### config.mk
export PLATFORM = sky130hd
export DESIGN_NAME = air_quality_subindex_unit
export DESIGN_NICKNAME = d
export VERILOG_FILES = /design/src/aqs_pkg.sv /design/src/aqs_mod10.sv /design/src/aqs_muldiv.sv /design/src/air_quality_subindex_unit.sv
export SDC_FILE = /design/constraint.sdc
export NUM_CORES = 1
export LEC_CHECK = 0
export ABC_AREA = 1
export BUFFER_PORTS_ARGS = -buffer_cell sky130_fd_sc_hd__buf_2
export CAP_MARGIN = 20
export CORE_AREA = 2 2 172 174
export DETAILED_ROUTE_END_ITERATION = 10
export DIE_AREA = 0 0 174 176
export HOLD_SLACK_MARGIN = 0.1
export PLACE_DENSITY_LB_ADDON = 0.08
export RECOVER_POWER = 100
export SETUP_SLACK_MARGIN = 0.05
export SKIP_CTS_REPAIR_TIMING = 1
export SYNTH_ARGS = -nofsm -noshare
export SYNTH_HDL_FRONTEND = slang
export SYNTH_SLANG_ARGS = --single-unit
### constraint.sdc
create_clock -name clock -period 3.8 [get_ports clock]
set_clock_uncertainty 0.1 [all_clocks]
set_input_delay 0.38 -clock clock [delete_from_list [all_inputs] [get_ports clock]]
set_output_delay 0.38 -clock clock [all_outputs]
set_load 0.05 [all_outputs]
### src/aqs_pkg.sv
`default_nettype none

package aqs_pkg;

   localparam int SEGMENTS = 7;

   localparam logic [2:0]  LAST_SEGMENT = 3'd6;
   localparam logic [3:0]  DECIMAL_BASE = 4'd10;
   localparam logic [8:0]  INDEX_TOP    = 9'd500;

   typedef struct packed {
      logic        pollutant;
      logic [12:0] concentration;
      logic        last;
   } req_type;

   typedef struct packed {
      logic [8:0] sub_index;
      logic [8:0] overall_index;
      logic       over_range;
      logic       group_done;
   } rsp_type;

   // Breakpoints in tenths of a microgram per cubic metre: [table][pollutant][segment].
   localparam logic [12:0] BP_LO [0:1][0:1][0:SEGMENTS-1] = '{
      '{ '{13'd0, 13'd550, 13'd1550, 13'd2550, 13'd3550, 13'd4250, 13'd5050},
         '{13'd0, 13'd121, 13'd355,  13'd555,  13'd1505, 13'd2505, 13'd3505} },
      '{ '{13'd0, 13'd510, 13'd1510, 13'd2510, 13'd3510, 13'd4210, 13'd5010},
         '{13'd0, 13'd360, 13'd760,  13'd1160, 13'd1510, 13'd2510, 13'd3510} }
   };

   localparam logic [12:0] BP_HI [0:1][0:1][0:SEGMENTS-1] = '{
      '{ '{13'd540, 13'd1540, 13'd2540, 13'd3540, 13'd4240, 13'd5040, 13'd6040},
         '{13'd120, 13'd354,  13'd554,  13'd1504, 13'd2504, 13'd3504, 13'd5004} },
      '{ '{13'd500, 13'd1500, 13'd2500, 13'd3500, 13'd4200, 13'd5000, 13'd6000},
         '{13'd350, 13'd750,  13'd1150, 13'd1500, 13'd2500, 13'd3500, 13'd5000} }
   };

   localparam logic [8:0] IDX_LO [0:SEGMENTS-1] = '{
      9'd0, 9'd51, 9'd101, 9'd151, 9'd201, 9'd301, 9'd401
   };

   localparam logic [8:0] IDX_HI [0:SEGMENTS-1] = '{
      9'd50, 9'd100, 9'd150, 9'd200, 9'd300, 9'd400, 9'd500
   };

endpackage

`default_nettype wire

### src/aqs_mod10.sv
`default_nettype none

module aqs_mod10
   import aqs_pkg::*;
(
   input  wire logic        clock,
   input  wire logic        reset,
   input  wire logic        start,
   input  wire logic [12:0] value,
   output logic             done,
   output logic [3:0]       remainder
);

   logic [12:0] shift_ff, shift_in;
   logic [3:0]  rem_ff, rem_in;
   logic [3:0]  cnt_ff, cnt_in;
   logic        run_ff, run_in;
   logic        done_ff, done_in;
   logic [4:0]  trial;

   // The remainder is built one bit at a time, most significant bit first.
   assign trial = {rem_ff, shift_ff[12]};

   always_comb begin
      shift_in = shift_ff;
      rem_in   = rem_ff;
      cnt_in   = cnt_ff;
      run_in   = run_ff;
      done_in  = 1'b0;
      if (start) begin
         shift_in = value;
         rem_in   = 4'd0;
         cnt_in   = 4'd0;
         run_in   = 1'b1;
      end else if (run_ff) begin
         shift_in = {shift_ff[11:0], 1'b0};
         if (trial >= {1'b0, DECIMAL_BASE}) begin
            rem_in = 4'(trial - {1'b0, DECIMAL_BASE});
         end else begin
            rem_in = trial[3:0];
         end
         cnt_in = cnt_ff + 4'd1;
         if (cnt_ff == 4'd12) begin
            run_in  = 1'b0;
            done_in = 1'b1;
         end
      end
   end

   always_ff @(posedge clock) begin
      if (reset) begin
         run_ff  <= 1'b0;
         done_ff <= 1'b0;
         cnt_ff  <= 4'd0;
      end else begin
         run_ff  <= run_in;
         done_ff <= done_in;
         cnt_ff  <= cnt_in;
      end
      shift_ff <= shift_in;
      rem_ff   <= rem_in;
   end

   assign done      = done_ff;
   assign remainder = rem_ff;

   property p_rem_final;
      @(posedge clock) disable iff (reset) done_ff |-> (rem_ff < DECIMAL_BASE);
   endproperty
   assert property (p_rem_final) else $error("Remainder by ten out of range.");

   property p_done_after_run;
      @(posedge clock) disable iff (reset) done_ff |-> $past(run_ff);
   endproperty
   assert property (p_done_after_run) else $error("Done without a running pass.");

   property p_rem_bound;
      @(posedge clock) disable iff (reset) run_ff |-> (rem_ff < DECIMAL_BASE);
   endproperty
   assert property (p_rem_bound) else $error("Partial remainder out of range.");

endmodule

`default_nettype wire

### src/aqs_muldiv.sv
`default_nettype none

module aqs_muldiv
   import aqs_pkg::*;
(
   input  wire logic        clock,
   input  wire logic        reset,
   input  wire logic        start,
   input  wire logic [6:0]  multiplier,
   input  wire logic [10:0] multiplicand,
   input  wire logic [10:0] divisor,
   output logic             done,
   output logic [6:0]       quotient
);

   logic [17:0] acc_ff, acc_in;
   logic [17:0] mc_ff, mc_in;
   logic [6:0]  mp_ff, mp_in;
   logic [17:0] dsh_ff, dsh_in;
   logic [6:0]  q_ff, q_in;
   logic [2:0]  cnt_ff, cnt_in;
   logic        phase_ff, phase_in;
   logic        run_ff, run_in;
   logic        done_ff, done_in;

   // Shift-and-add product over the multiplier bits, then one quotient bit per cycle.
   always_comb begin
      acc_in   = acc_ff;
      mc_in    = mc_ff;
      mp_in    = mp_ff;
      dsh_in   = dsh_ff;
      q_in     = q_ff;
      cnt_in   = cnt_ff;
      phase_in = phase_ff;
      run_in   = run_ff;
      done_in  = 1'b0;
      if (start) begin
         acc_in   = 18'd0;
         mc_in    = {7'd0, multiplicand};
         mp_in    = multiplier;
         dsh_in   = {1'b0, divisor, 6'd0};
         q_in     = 7'd0;
         cnt_in   = 3'd0;
         phase_in = 1'b0;
         run_in   = 1'b1;
      end else if (run_ff) begin
         cnt_in = cnt_ff + 3'd1;
         if (!phase_ff) begin
            if (mp_ff[0]) begin
               acc_in = acc_ff + mc_ff;
            end
            mc_in = {mc_ff[16:0], 1'b0};
            mp_in = {1'b0, mp_ff[6:1]};
            if (cnt_ff == 3'd6) begin
               phase_in = 1'b1;
               cnt_in   = 3'd0;
            end
         end else begin
            if (acc_ff >= dsh_ff) begin
               acc_in = acc_ff - dsh_ff;
               q_in   = {q_ff[5:0], 1'b1};
            end else begin
               q_in   = {q_ff[5:0], 1'b0};
            end
            dsh_in = {1'b0, dsh_ff[17:1]};
            if (cnt_ff == 3'd6) begin
               run_in  = 1'b0;
               done_in = 1'b1;
            end
         end
      end
   end

   always_ff @(posedge clock) begin
      if (reset) begin
         run_ff   <= 1'b0;
         done_ff  <= 1'b0;
         phase_ff <= 1'b0;
         cnt_ff   <= 3'd0;
      end else begin
         run_ff   <= run_in;
         done_ff  <= done_in;
         phase_ff <= phase_in;
         cnt_ff   <= cnt_in;
      end
      acc_ff <= acc_in;
      mc_ff  <= mc_in;
      mp_ff  <= mp_in;
      dsh_ff <= dsh_in;
      q_ff   <= q_in;
   end

   assign done     = done_ff;
   assign quotient = q_ff;

   property p_start_runs;
      @(posedge clock) disable iff (reset) start |=> (run_ff && !phase_ff);
   endproperty
   assert property (p_start_runs) else $error("Start did not begin the multiply phase.");

   property p_done_from_divide;
      @(posedge clock) disable iff (reset) done_ff |-> $past(run_ff && phase_ff);
   endproperty
   assert property (p_done_from_divide) else $error("Quotient ready outside the divide phase.");

   property p_quotient_bound;
      @(posedge clock) disable iff (reset) done_ff |-> (q_ff <= 7'd100);
   endproperty
   assert property (p_quotient_bound) else $error("Quotient exceeds the index span.");

endmodule

`default_nettype wire

### src/air_quality_subindex_unit.sv
// Channel   Direction  Handshake              Payload
// req       in         req_valid / req_ready  req_data (aqs_pkg::req_type)
// rsp       out        rsp_valid / rsp_ready  rsp_data (aqs_pkg::rsp_type)
// csr       in         csr_we                 csr_wdata (table_select)
//
// A transaction runs the serial remainder by ten, the segment search, the serial multiply
// and divide, and then loads the result; a reading that falls in a gap between segments
// or over the range skips the divider and is loaded straight after the search.
// Reset is synchronous and clears the running maximum, the table select and all control.
// The next request is taken the cycle after a result is loaded, even while that result
// waits in the output register; the following result is held back until it is taken.

`default_nettype none

module air_quality_subindex_unit
   import aqs_pkg::*;
(
   input  wire logic    clock,
   input  wire logic    reset,
   input  wire logic    req_valid,
   output logic         req_ready,
   input  wire req_type req_data,
   output logic         rsp_valid,
   input  wire logic    rsp_ready,
   output rsp_type      rsp_data,
   input  wire logic    csr_we,
   input  wire logic    csr_wdata
);

   localparam logic [2:0] S_IDLE   = 3'd0;
   localparam logic [2:0] S_MOD    = 3'd1;
   localparam logic [2:0] S_SEARCH = 3'd2;
   localparam logic [2:0] S_MULDIV = 3'd3;
   localparam logic [2:0] S_FIN    = 3'd4;

   logic [2:0]  state_ff, state_in;
   logic        tab_ff, tab_in;
   req_type     req_ff, req_in;
   logic        tsel_ff, tsel_in;
   logic [12:0] v_ff, v_in;
   logic [2:0]  seg_ff, seg_in;
   logic [8:0]  sub_ff, sub_in;
   logic        over_ff, over_in;
   logic [8:0]  max_ff, max_in;
   logic        rsp_valid_ff, rsp_valid_in;
   rsp_type     rsp_ff, rsp_in;

   logic        accept;
   logic        mod_done;
   logic [3:0]  remainder;
   logic        md_start;
   logic        md_done;
   logic [6:0]  quotient;
   logic [12:0] seg_lo, seg_hi;
   logic        hit, below;
   logic [2:0]  seg_prev;
   logic        load;
   logic [8:0]  overall;

   assign req_ready = (state_ff == S_IDLE);
   assign accept    = req_valid && req_ready;

   aqs_mod10 u_mod10 (
      .clock     (clock),
      .reset     (reset),
      .start     (accept),
      .value     (req_data.concentration),
      .done      (mod_done),
      .remainder (remainder)
   );

   assign seg_lo   = BP_LO[tsel_ff][req_ff.pollutant][seg_ff];
   assign seg_hi   = BP_HI[tsel_ff][req_ff.pollutant][seg_ff];
   assign hit      = (v_ff >= seg_lo) && (v_ff <= seg_hi);
   assign below    = (v_ff < seg_lo);
   assign seg_prev = (seg_ff == 3'd0) ? 3'd0 : seg_ff - 3'd1;
   assign md_start = (state_ff == S_SEARCH) && hit;

   aqs_muldiv u_muldiv (
      .clock        (clock),
      .reset        (reset),
      .start        (md_start),
      .multiplier   (7'(IDX_HI[seg_ff] - IDX_LO[seg_ff])),
      .multiplicand (11'(v_ff - seg_lo)),
      .divisor      (11'(seg_hi - seg_lo)),
      .done         (md_done),
      .quotient     (quotient)
   );

   assign load    = (state_ff == S_FIN) && (!rsp_valid_ff || rsp_ready);
   assign overall = (sub_ff > max_ff) ? sub_ff : max_ff;

   always_comb begin
      state_in     = state_ff;
      tab_in       = csr_we ? csr_wdata : tab_ff;
      req_in       = req_ff;
      tsel_in      = tsel_ff;
      v_in         = v_ff;
      seg_in       = seg_ff;
      sub_in       = sub_ff;
      over_in      = over_ff;
      max_in       = max_ff;
      rsp_valid_in = rsp_valid_ff;
      rsp_in       = rsp_ff;
      if (rsp_valid_ff && rsp_ready) begin
         rsp_valid_in = 1'b0;
      end
      unique case (state_ff)
         S_IDLE: begin
            if (accept) begin
               req_in   = req_data;
               tsel_in  = tab_ff;
               state_in = S_MOD;
            end
         end
         S_MOD: begin
            if (mod_done) begin
               v_in     = req_ff.pollutant ? req_ff.concentration
                                           : req_ff.concentration - {9'd0, remainder};
               seg_in   = 3'd0;
               over_in  = 1'b0;
               state_in = S_SEARCH;
            end
         end
         S_SEARCH: begin
            if (hit) begin
               state_in = S_MULDIV;
            end else if (below) begin
               sub_in   = IDX_HI[seg_prev];
               state_in = S_FIN;
            end else if (seg_ff == LAST_SEGMENT) begin
               sub_in   = INDEX_TOP;
               over_in  = 1'b1;
               state_in = S_FIN;
            end else begin
               seg_in = seg_ff + 3'd1;
            end
         end
         S_MULDIV: begin
            if (md_done) begin
               sub_in   = IDX_LO[seg_ff] + {2'd0, quotient};
               state_in = S_FIN;
            end
         end
         S_FIN: begin
            if (load) begin
               rsp_in.sub_index     = sub_ff;
               rsp_in.overall_index = overall;
               rsp_in.over_range    = over_ff;
               rsp_in.group_done    = req_ff.last;
               rsp_valid_in         = 1'b1;
               max_in               = req_ff.last ? 9'd0 : overall;
               state_in             = S_IDLE;
            end
         end
         default: begin
            state_in = S_IDLE;
         end
      endcase
   end

   always_ff @(posedge clock) begin
      if (reset) begin
         state_ff     <= S_IDLE;
         tab_ff       <= 1'b0;
         max_ff       <= 9'd0;
         rsp_valid_ff <= 1'b0;
      end else begin
         state_ff     <= state_in;
         tab_ff       <= tab_in;
         max_ff       <= max_in;
         rsp_valid_ff <= rsp_valid_in;
      end
      req_ff  <= req_in;
      tsel_ff <= tsel_in;
      v_ff    <= v_in;
      seg_ff  <= seg_in;
      sub_ff  <= sub_in;
      over_ff <= over_in;
      rsp_ff  <= rsp_in;
   end

   assign rsp_valid = rsp_valid_ff;
   assign rsp_data  = rsp_ff;

   property p_overall_covers_sub;
      @(posedge clock) disable iff (reset)
         rsp_valid_ff |-> (rsp_ff.overall_index >= rsp_ff.sub_index);
   endproperty
   assert property (p_overall_covers_sub) else $error("Overall index below sub index.");

   property p_over_range_saturates;
      @(posedge clock) disable iff (reset)
         (rsp_valid_ff && rsp_ff.over_range) |-> (rsp_ff.sub_index == INDEX_TOP);
   endproperty
   assert property (p_over_range_saturates) else $error("Over-range result not saturated.");

   property p_group_clears_max;
      @(posedge clock) disable iff (reset)
         (load && req_ff.last) |=> (max_ff == 9'd0);
   endproperty
   assert property (p_group_clears_max) else $error("Running maximum kept past group end.");

   property p_sub_bound;
      @(posedge clock) disable iff (reset)
         rsp_valid_ff |-> (rsp_ff.overall_index <= INDEX_TOP);
   endproperty
   assert property (p_sub_bound) else $error("Index above the table top.");

endmodule

`default_nettype wire

# [Word level (Yosys, flattened, before mapping)]
# Memory sizes are Yosys's and may differ from the RTL's.
# Index checks and enable logic that the tools add are counted.
[word_totals] register_bits=172 rom_bits=216 inputBits=21 out_inout_bits=22 word_cells=196 n_memories=3
[memory_table] memory="(no name shown)" depth=8 word_bits=9 read_ports=1 rd_ports_with_merged_regs=0 write_ports=0 line="air_quality_subindex_unit.sv:141" rtl="sub_in = IDX_LO[seg_ff] + {2'd0, quotient};"
[memory_table] memory="(no name shown)" depth=8 word_bits=9 read_ports=1 rd_ports_with_merged_regs=0 write_ports=0 line="air_quality_subindex_unit.sv:129" rtl="sub_in = IDX_HI[seg_prev];"
[memory_table] memory="(no name shown)" depth=8 word_bits=9 read_ports=1 rd_ports_with_merged_regs=0 write_ports=0 line="air_quality_subindex_unit.sv:83" rtl=".multiplier (7'(IDX_HI[seg_ff] - IDX_LO[seg_ff])),"
[classes] add_sub_neg=12 order_cmp=10 n_eq_ne=19 muxes=82 bitwise=7 n_reduce_logical=31
[op_table] operator="182-bit two-way mux" n=4
[op_table] operator="91-bit two-way mux" n=6
[op_table] operator="179-bit two-way mux" n=1
[op_table] operator="166-bit two-way mux" n=1
[op_table] operator="13-bit two-way mux" n=7
[op_table] operator="9-bit two-way mux" n=10
[op_table] operator="13-bit binary-select mux with 3-bit select" n=2
[op_table] operator="18-bit two-way mux" n=3
[op_table] operator="17-bit two-way mux" n=3
[op_table] operator="3-bit two-way mux" n=14
[op_table] operator="7-bit two-way mux" n=5
[op_table] operator="11-bit two-way mux" n=3
[op_table] operator="11-bit subtractor" n=2
[op_table] operator="18-bit adder" n=1
[op_table] operator="18-bit by 17-bit >= comparator with 1-bit output" n=1
[op_table] operator="1-bit two-way mux" n=18
[op_table] operator="9-bit one-hot mux with 2 select lines" n=1
[op_table] operator="18-bit by 17-bit subtractor with 18-bit output" n=1
[op_table] operator="3-bit one-hot mux with 5 select lines" n=1
[op_table] operator="5-bit AND reduction" n=3
[op_table] operator="2-bit AND reduction" n=7
[op_table] operator="13-bit >= comparator" n=1
[op_table] operator="13-bit less-or-equal comparator" n=1
[op_table] operator="13-bit less-than comparator" n=1
[op_table] operator="other kinds (35)" n=64

# [Longest topological paths before layout]
# Gate-level depths: netlist of the first run.
[depth] ltp_word=15 mapped_depth=22 depth_no_buf=21

# [By module]
# Synthesis of the first run repeated with hierarchy kept, for this count alone.
[unflattened] hier_cells=1749 area_unflattened_um2=12783.5
[modules_own_cells] mod="air_quality_subindex_unit" instances=1 cells_each=822 area_per_inst_um2=6393.6 seq_area_each_um2=2142.1
[modules_own_cells] mod="aqs_muldiv" instances=1 cells_each=801 area_per_inst_um2=5316.3 seq_area_each_um2=1751.7
[modules_own_cells] mod="aqs_mod10" instances=1 cells_each=126 area_per_inst_um2=1073.5 seq_area_each_um2=590.6

# [Least setup slack after synthesis of the first run]
# Ideal clock, no wire load.
[synth_timing] path_type="register to register" from="reg req_ff[14] in the netlist's numbering" to="reg u_muldiv.mc_ff[0], enable pin" setup_time_ns=0.375 arrival_ns=3.288 required_time_ns=3.325 setup_slack_ns=0.038 stages_incl_launch_ff=22 n_path_buf=2 synth_period_minus_slack_ns=3.762 cell_sequence="edfxtp_1 inv_1 ha_1 inv_1 nor2_1 inv_1 a31o_2 a31oi_1 inv_1 ha_1 nand2_1 inv_1 nand3_1 nor2_1 o21ai_0 nor3b_1 nor2_1 inv_1 nand3_2 buf_6 buf_4 nand2_1"
[synth_via] elab_chain_cells=12 word_cells_on_any_way=20 cone_classes="order compare: 2; eq/ne: 1; mux: 12; bitwise: 1; reduce/logical: 4"
[synth_lines] item="from (decl)" line="air_quality_subindex_unit.sv:38" rtl="req_type req_ff, req_in;"
[synth_lines] item="from (signal assigned)" line="air_quality_subindex_unit.sv:174" rtl="req_ff <= req_in;"
[synth_lines] item="1-bit NOT with 2-bit output (not written as such) (*)" line="air_quality_subindex_unit.sv:72, air_quality_subindex_unit.sv:73"
[synth_lines] item="91-bit two-way mux (on tied branches) (3 in series)" line="air_quality_subindex_unit.sv:72, air_quality_subindex_unit.sv:73"
[synth_lines] item="13-bit binary-select mux with 3-bit select (on tied branches)" line="air_quality_subindex_unit.sv:72, air_quality_subindex_unit.sv:73"
[synth_lines] item="13-bit two-way mux (on tied branches) (2 in series)" line="air_quality_subindex_unit.sv:72, air_quality_subindex_unit.sv:73"
[synth_lines] item="13-bit >= comparator or 13-bit less-or-equal comparator (tied branches)" line="air_quality_subindex_unit.sv:74" rtl="assign hit = (v_ff >= seg_lo) && (v_ff <= seg_hi);"
[synth_lines] item="1-bit logical AND (*)" line="air_quality_subindex_unit.sv:74"
[synth_lines] item="1-bit logical AND (*)" line="air_quality_subindex_unit.sv:77" rtl="assign md_start = (state_ff == S_SEARCH) && hit;"
[synth_lines] item="2-bit inequality test (no line) or 2-bit nonzero test (tied branches)"
[synth_lines] item="2-bit AND reduction (no line) (*)"
[synth_lines] item="to (signal assigned)" line="aqs_muldiv.sv:87" rtl="mc_ff <= mc_in;"
[synth_lines] item="to (decl)" line="aqs_muldiv.sv:17" rtl="logic [17:0] mc_ff, mc_in;"
# Mark *: on every way between the ends. The rest lies on a longest branch, timed or not. The select of a mux whose other input is x is not followed.
# A chain may end at the register's enable or synchronous reset.

# [Worst setup path in the final report of the first run]
[layout_timing] from="reg seg_ff[1]" to="reg u_muldiv.dsh_ff[6] (data pin)"
[layout_via] elab_chain_cells=8 word_cells_on_any_way=13 cone_classes="add/sub: 1; order compare: 2; mux: 7; bitwise: 1; reduce/logical: 2"
[layout_lines] item="from (decl)" line="air_quality_subindex_unit.sv:41" rtl="logic [2:0] seg_ff, seg_in;"
[layout_lines] item="from (signal assigned)" line="air_quality_subindex_unit.sv:177" rtl="seg_ff <= seg_in;"
[layout_lines] item="3-bit NOT with 4-bit output (not written as such) (*)" line="air_quality_subindex_unit.sv:72, air_quality_subindex_unit.sv:73"
[layout_lines] item="13-bit binary-select mux with 3-bit select (on tied branches)" line="air_quality_subindex_unit.sv:72, air_quality_subindex_unit.sv:73"
[layout_lines] item="13-bit two-way mux (on tied branches) (2 in series)" line="air_quality_subindex_unit.sv:72, air_quality_subindex_unit.sv:73"
[layout_lines] item="13-bit >= comparator or 13-bit less-or-equal comparator (tied branches)" line="air_quality_subindex_unit.sv:74"
[layout_lines] item="1-bit logical AND" line="air_quality_subindex_unit.sv:74"
[layout_lines] item="1-bit logical AND" line="air_quality_subindex_unit.sv:77"
[layout_lines] item="17-bit two-way mux (*)" line="aqs_muldiv.sv:37" rtl="if (start) begin"
[layout_lines] item="net u_muldiv.dsh_in[6]" line="aqs_muldiv.sv:19" rtl="logic [17:0] dsh_ff, dsh_in;"
[layout_lines] item="to (signal assigned)" line="aqs_muldiv.sv:89" rtl="dsh_ff <= dsh_in;"
[layout_lines] item="to (decl)" line="aqs_muldiv.sv:19"
# Mark *: on every way through the listed nets, which the timed path passes. The rest lies on a longest branch. The select of a mux whose other input is x is not followed.

==> results of run 1 <==
## how the worst max path moves through the flow
stage | from | end | cells after the start
floorplan | req_ff[14] | u_muldiv.dsh_ff[10] | 21
global placement | req_ff[14] | u_muldiv.mc_ff[6] | 15
detailed placement | tsel_ff | u_muldiv.mc_ff[4] | 20
CTS | tsel_ff | u_muldiv.mc_ff[4] | 20
global route | req_ff[14] | u_muldiv.mp_ff[4] | 20
finish | seg_ff[1] | u_muldiv.dsh_ff[6] | 15
## flip-flops by register name (all words and copies together) (netlist names), 7 cells and up
| register | count |
|---|---|
| max_ff | 9 |
| req_ff | 15 |
| rsp_data | 20 |
| sub_ff | 9 |
| u_mod10.shift_ff | 13 |
| u_muldiv.acc_ff | 18 |
| u_muldiv.dsh_ff | 17 |
| u_muldiv.mc_ff | 18 |
| u_muldiv.mp_ff | 7 |
| u_muldiv.quotient | 7 |
| v_ff | 13 |
## kinds of logic after synthesis
family	synth area share, %
adder cells (fa/ha/maj)	12.5
AO/OA/AOI/OAI	15.0
AND/OR/NAND/NOR	23.3
XOR/XNOR	2.94
buffers and inverters	9.60
flip-flops	36.7
## area by class of cell
cell class	count	area (sq um)
fillers	2917	14600
repair buffers	107	772
inverters	252	951
clock buffers	19	443
well taps	384	480
multi-input cells	1156	6650
flip-flops and latches	172	4480
clock inverters	13	201
## metal layers
metal / global-route usage, % / up-vias / part of all wire [%]
met5: 0 / - / 0
met2: 36.9 / 249 / 48
met1: 28.1 / 4908 / 46
met4: 7.91 / 0 / 2.6
li1: - / 5590 / -
met3: 3.32 / 47 / 4.0
## synth_stat cells, drive strengths merged (5+ instances only)
cell type and n:
nand2 378, inv 248, nor2 127, ha 116
a21oi 112, o21ai 110, edfxtp 104, nand3 97
dfxtp 68, o211ai 37, nor3 24, xor2 22
or2 21, buf 20, clkbuf 19, xnor2 19
nand4 13, a31oi 12, o21a 11, nand3b 8
a211oi 6, a21o 6, nor4 5
## metrics by stage
step / setup TNS (ps) / power (uW) / util, % / setup WS (ps)
after floorplan: 0 / 6620 / - / 211
after global placement: -26.8 / 7980 / 45.8 / -9.00
after detailed placement: 0 / 8010 / 45.8 / 38.2
after CTS: 0 / 9990 / 48.1 / 16.5
after global routing: 0 / 10900 / 49.0 / 29.4
final: 0 / 9990 / 49.0 / 181
## worst min-delay path: cells and delay by family
kind,cells,cell delay [ps]
AOI/OAI and AO/OA,1,60
and+or+nand+nor,1,50
buffers and inverters,2,130
## power by group through the flow
stage                     Sequential, uW  Combinational (uW)  Clock (uW)
after floorplan                     2930                3690           0
after global placement              3000                4980           0
after detailed placement            3000                5010           0
after CTS                           2960                5040        1990
after global routing                3010                5810        2050
final                               2960                5090        1940
==> impl_metrics.json, run 1 <==
{
  "status": "complete, no violations",
  "critPathLaunchType": "register",
  "root_buffer": "clkbuf_16",
  "final_cell_mix": "nand2_1, inv_1, nor2_1",
  "grt_pass1_wl_um": 52600,
  "stdcell_count": 2103,
  "min_path_cells": 4,
  "synth_top_area_share_pct": 25.5,
  "ys_seq_area_share_pct": 36.7,
  "synth_edf_count": 104,
  "overflow": 0,
  "path_buf_inv": 4,
  "rr_worst_depth": 15,
  "power.switching_uw": 4430,
  "synthTopCellsByArea": "edfxtp_1, ha_1, nand2_1",
  "wl_per_cell_um": 15.6,
  "rrSetupSlack_ps": 180,
  "num_vias": 10794,
  "seqPwrFrac_pct": 29.7,
  "slew_viol_final": 0,
  "holdWs_ps": 127,
  "ys_ff_latch": 172,
  "drive_above_1_share_pct": 8.26,
  "clkPwrFrac_pct": 19.4,
  "p_leak_uw": 0.00651,
  "cpMaxStageDelayCell": "edfxtp_1",
  "rows": 62,
  "routed_via_density": 5.13,
  "max_slew_margin_pct": 38.8,
  "hold_violations": 0,
  "die_area_sq_mm": 0.0306,
  "cellPowerDensity_mw_per_mm2": 714,
  "synth_area_leader_cell": "edfxtp_1",
  "post-route-period-util_pct": 95.2,
  "required_ps": 3890,
  "portBuffers": 42,
  "placed_area_sq_mm": 0.0131,
  "place_inst": 2047,
  "crit_family": "simple AND/OR/NAND/NOR gates",
  "r2r_end": "u_muldiv.dsh_ff[6]",
  "holdPathEnd": "rsp_valid",
  "fin_crit_ps": 3620,
  "synth_ff_type": "edfxtp_1",
  "drcViolationCount": 0,
  "synth_cell_type_count": 50,
  "initial_utilization_pct": 42.8,
  "r2r_start": "seg_ff[1]",
  "cts_buffers": 17,
  "groute.usage.overall_pct": 21.7,
  "cp.arrival_ps": 3710,
  "hp-start": "rsp_ready",
  "insertion_delay_ps": 450,
  "synth_area_sq_mm": 0.0122,
  "coreArea_sq_mm": 0.0285,
  "cts.path.max_buffers": 2,
  "crit_chain": "buf_4 > inv_6 > buf_4 > a21oi_1 > a31oi_1 > o21ai_0 > ha_1 > nand2_1 > nor4_1 > nand3_1 > nand3_4 > nand3_4 > buf_6 > nand3_1 > o21ai_0",
  "nets": 1847,
  "syn-num-nets": 1758,
  "clock_sinks": 172,
  "cts_tree": "built",
  "grt_max_degree": 34,
  "crit_path_end_kind": "register",
  "peakVddDrop_mv": 0.362,
  "die_height_um": 176,
  "hold_class": "in -> reg",
  "p_int_uw": 5560,
  "ant_nets": 0,
  "ys_warn_count": 0,
  "rsz0062_at_grt": "true",
  "drtIter0Drc": 831,
  "ios": 43,
  "wl_um": 32900,
  "worstMarginPinSlew_ps": 918,
  "power_frac_comb_pct": 50.9,
  "setup_violations": 0,
  "ctsHtreeMaxLevel": 4,
  "drt_pass1_iterations": 5,
  "synth.avg_cell_area_sq_um": 7.56,
  "final_area_sq_mm": 0.0140,
  "hpwl_um": 25700,
  "swShare_pct": 44.3,
  "fmax_mhz": 276,
  "synthArstFlopShare_pct": 0,
  "critPathKind": "reg -> reg",
  "syn_inst": 1617,
  "clk_pin_slew_ps": 70,
  "cap_violations": 0,
  "final_common_cell": "nand2_1",
  "die_x_um": 174,
  "crit_path_max_incr_delay_ps": 490,
  "grt_antenna_before_repair": 0,
  "syn_to_final_growth_pct": 14.4,
  "place_congestion": 0.914,
  "grt_pass1_vias": 10208,
  "diodes": 0,
  "crit_fanout": 16
}
Power figures use the tool's default switching activity.
==> run 2: changes to the inputs <==
--- a/config.mk
+++ b/config.mk
@@ -8,14 +8,14 @@
 export ABC_AREA = 1
 export BUFFER_PORTS_ARGS = -buffer_cell sky130_fd_sc_hd__buf_2
 export CAP_MARGIN = 20
-export CORE_AREA = 2 2 172 174
+export CORE_AREA = 2 2 176 178
 export DETAILED_ROUTE_END_ITERATION = 10
-export DIE_AREA = 0 0 174 176
+export DIE_AREA = 0 0 178 180
 export HOLD_SLACK_MARGIN = 0.1
 export PLACE_DENSITY_LB_ADDON = 0.08
-export RECOVER_POWER = 100
 export SETUP_SLACK_MARGIN = 0.05
 export SKIP_CTS_REPAIR_TIMING = 1
 export SYNTH_ARGS = -nofsm -noshare
 export SYNTH_HDL_FRONTEND = slang
+export SYNTH_HIERARCHICAL = 1
 export SYNTH_SLANG_ARGS = --single-unit
==> run 2 against run 1 <==
Compared with the run above: fmax is 1.2% higher; cell area rose by 3.2%; critical path type unchanged; synthesized area is 4.6% higher.
==> impl_metrics.json, run 2 <==
{
  "status": "complete, no violations",
  "hold_class": "in -> reg",
  "place_congestion": 0.945,
  "syn_to_final_growth_pct": 12.9,
  "grt_max_degree": 35,
  "groute.usage.overall_pct": 22.2,
  "ys_warn_count": 6,
  "synth_cell_type_count": 59,
  "drt_pass1_iterations": 6,
  "critPathKind": "reg -> reg",
  "crit_chain": "buf_4 > inv_6 > ha_1 > nand2_1 > nand2_1 > a21oi_1 > a31o_2 > ha_1 > a21oi_1 > nor2_1 > a211oi_1 > nand3_1 > nand2_1 > nand3_2 > inv_4 > inv_6 > nand2_4",
  "cellPowerDensity_mw_per_mm2": 714,
  "portBuffers": 42,
  "final_cell_mix": "nand2_1, inv_1, nor2_1",
  "cts_buffers": 17,
  "crit_top_cell": "nand2_1",
  "routed_via_density": 5.07,
  "largest_reg_flops": 20,
  "r2r_start": "seg_ff[0]",
  "cap_violations": 0,
  "fin_crit_ps": 3580,
  "finalSetupTns_ps": 0,
  "synth_ff_type": "edfxtp_1",
  "initial_utilization_pct": 42.3,
  "crit_path_end_kind": "register",
  "synthArstFlopShare_pct": 0,
  "synth_area_leader_cell": "edfxtp_1",
  "cp.arrival_ps": 3590,
  "cts.path.max_buffers": 2,
  "crit_path_max_incr_delay_ps": 450,
  "die_area_sq_mm": 0.0320,
  "rr_worst_depth": 17,
  "synth_area_sq_mm": 0.0128,
  "drtIter0Drc": 760,
  "nets": 1968,
  "synth_common_cells": "nand2_1, inv_1, nor2_1",
  "grt_pass1_wl_um": 56000,
  "crit_fanout": 21,
  "critPathLaunchType": "register",
  "synth_edf_count": 104,
  "synth.avg_cell_area_sq_um": 7.31,
  "max_slew_margin_pct": 45.6,
  "die_height_um": 180,
  "final_common_cell": "nand2_1",
  "p_leak_uw": 0.00685,
  "hp-start": "rsp_ready",
  "critPathLaunch": "seg_ff[0]",
  "synth_top_area_share_pct": 24.4,
  "final_util_pct": 47.8,
  "synthTopCellsByArea": "edfxtp_1, nand2_1, ha_1",
  "rsz0062_at_grt": "false",
  "insertion_delay_ps": 450,
  "wl_per_cell_um": 15.4,
  "yosysMostFrequentCell": "nand2_1",
  "ys_seq_area_share_pct": 35.1,
  "num_vias": 11343,
  "drive_above_1_share_pct": 11.2,
  "rows": 64,
  "diodes": 0,
  "cts_tree": "built",
  "grt_antenna_before_repair": 0,
  "clk_pin_slew_ps": 80,
  "root_buffer": "clkbuf_16",
  "min_path_cells": 4,
  "peakVddDrop_mv": 0.507,
  "overflow": 0,
  "fillers": 3044,
  "slew_viol_final": 0,
  "ant_nets": 0,
  "coreArea_sq_mm": 0.0302,
  "fin_ws_ps": 224,
  "hpwl_um": 27100,
  "required_ps": 3820,
  "ctsHtreeMaxLevel": 4,
  "fmax_mhz": 280,
  "drcViolationCount": 0,
  "syn_inst": 1749,
  "hold_violations": 0,
  "clock_sinks": 172,
  "worstMarginPinSlew_ps": 816,
  "post-route-period-util_pct": 94.1,
  "die_x_um": 178,
  "grt_pass1_vias": 10755,
  "pre_cts_slack_ps": 96.7,
  "ys_ff_latch": 172,
  "setup_violations": 0,
  "ios": 43,
  "syn-num-nets": 1889,
  "wl_um": 34500,
  "cpMaxStageDelayCell": "edfxtp_1"
}
-- run 2: cell count changes after synthesis, moves of 10 or more --
cell      previous run  this run
inv_1              240       220
nand2_1            375       473
nand2_2              3        17
nand3_2              2        12
nor2_1             124       196
nor3_1              24        14
o211ai_1            37         8
or2_2               21         3
-- run 2: layout make-up --
cell class	count	area (sq um)	area share (%)
timing repair buffer	100	747	5.18
tap	396	495	3.43
clock buffer	17	425	2.95
clock inverter	15	143	0.988
multi-input combinational	1301	7240	50.2
sequential	172	4480	31.1
inverter	236	898	6.22
-- run 2: cells by family after synthesis --
group	count (synthesis)	share of synthesized area, %
simple gates	873	29.6
buf+inv	277	8.88
compound gates	265	11.6
flops	172	35.1
fa+ha+maj	119	11.9
xor+xnor	43	2.95
-- run 2: stage by stage --
step	power [uW]	instance area (sq um)	hold slack, ps	instances
floorplan	7100	12800	300	1749
global placement	8490	13600	318	2180
detailed placement	8540	13600	311	2180
CTS	10300	14100	-21.7	2212
global route	11300	14400	119	2237
finish	10300	14400	123	2237
-- run 2: worst paths after layout --
path                            slack, ps                 to
worst max-delay path                  220  u_muldiv/mc_ff[1]
worst min-delay path                  120          rsp_valid
worst max register to register        220  u_muldiv/mc_ff[1]
worst min register to register        330        rsp_data[1]
-- run 2: critical path: cells and delay by family (launching register included) --
kind	cells	cell delay [ps]
and+or+nand+nor	7	930
AOI/OAI and AO/OA	4	690
buffers and inverters	4	540
adders and majority gates	2	510
DFF	1	450
-- run 2: power by group --
part           switching, uW  total (uW)  leakage [uW]  internal (uW)
Sequential               392        3040       0.00153           2640
Clock                    834        1710      0.000278            871
Combinational           3660        5560       0.00505           1910
Total                   4880       10300       0.00685           5420
-- run 2: layer usage --
metal / part of all wire (%) / global-route usage [%]
met4: 2.1 / 6.52
met2: 48 / 37.3
met1: 46 / 29.3
met3: 4.0 / 3.30
met5: 0 / 0
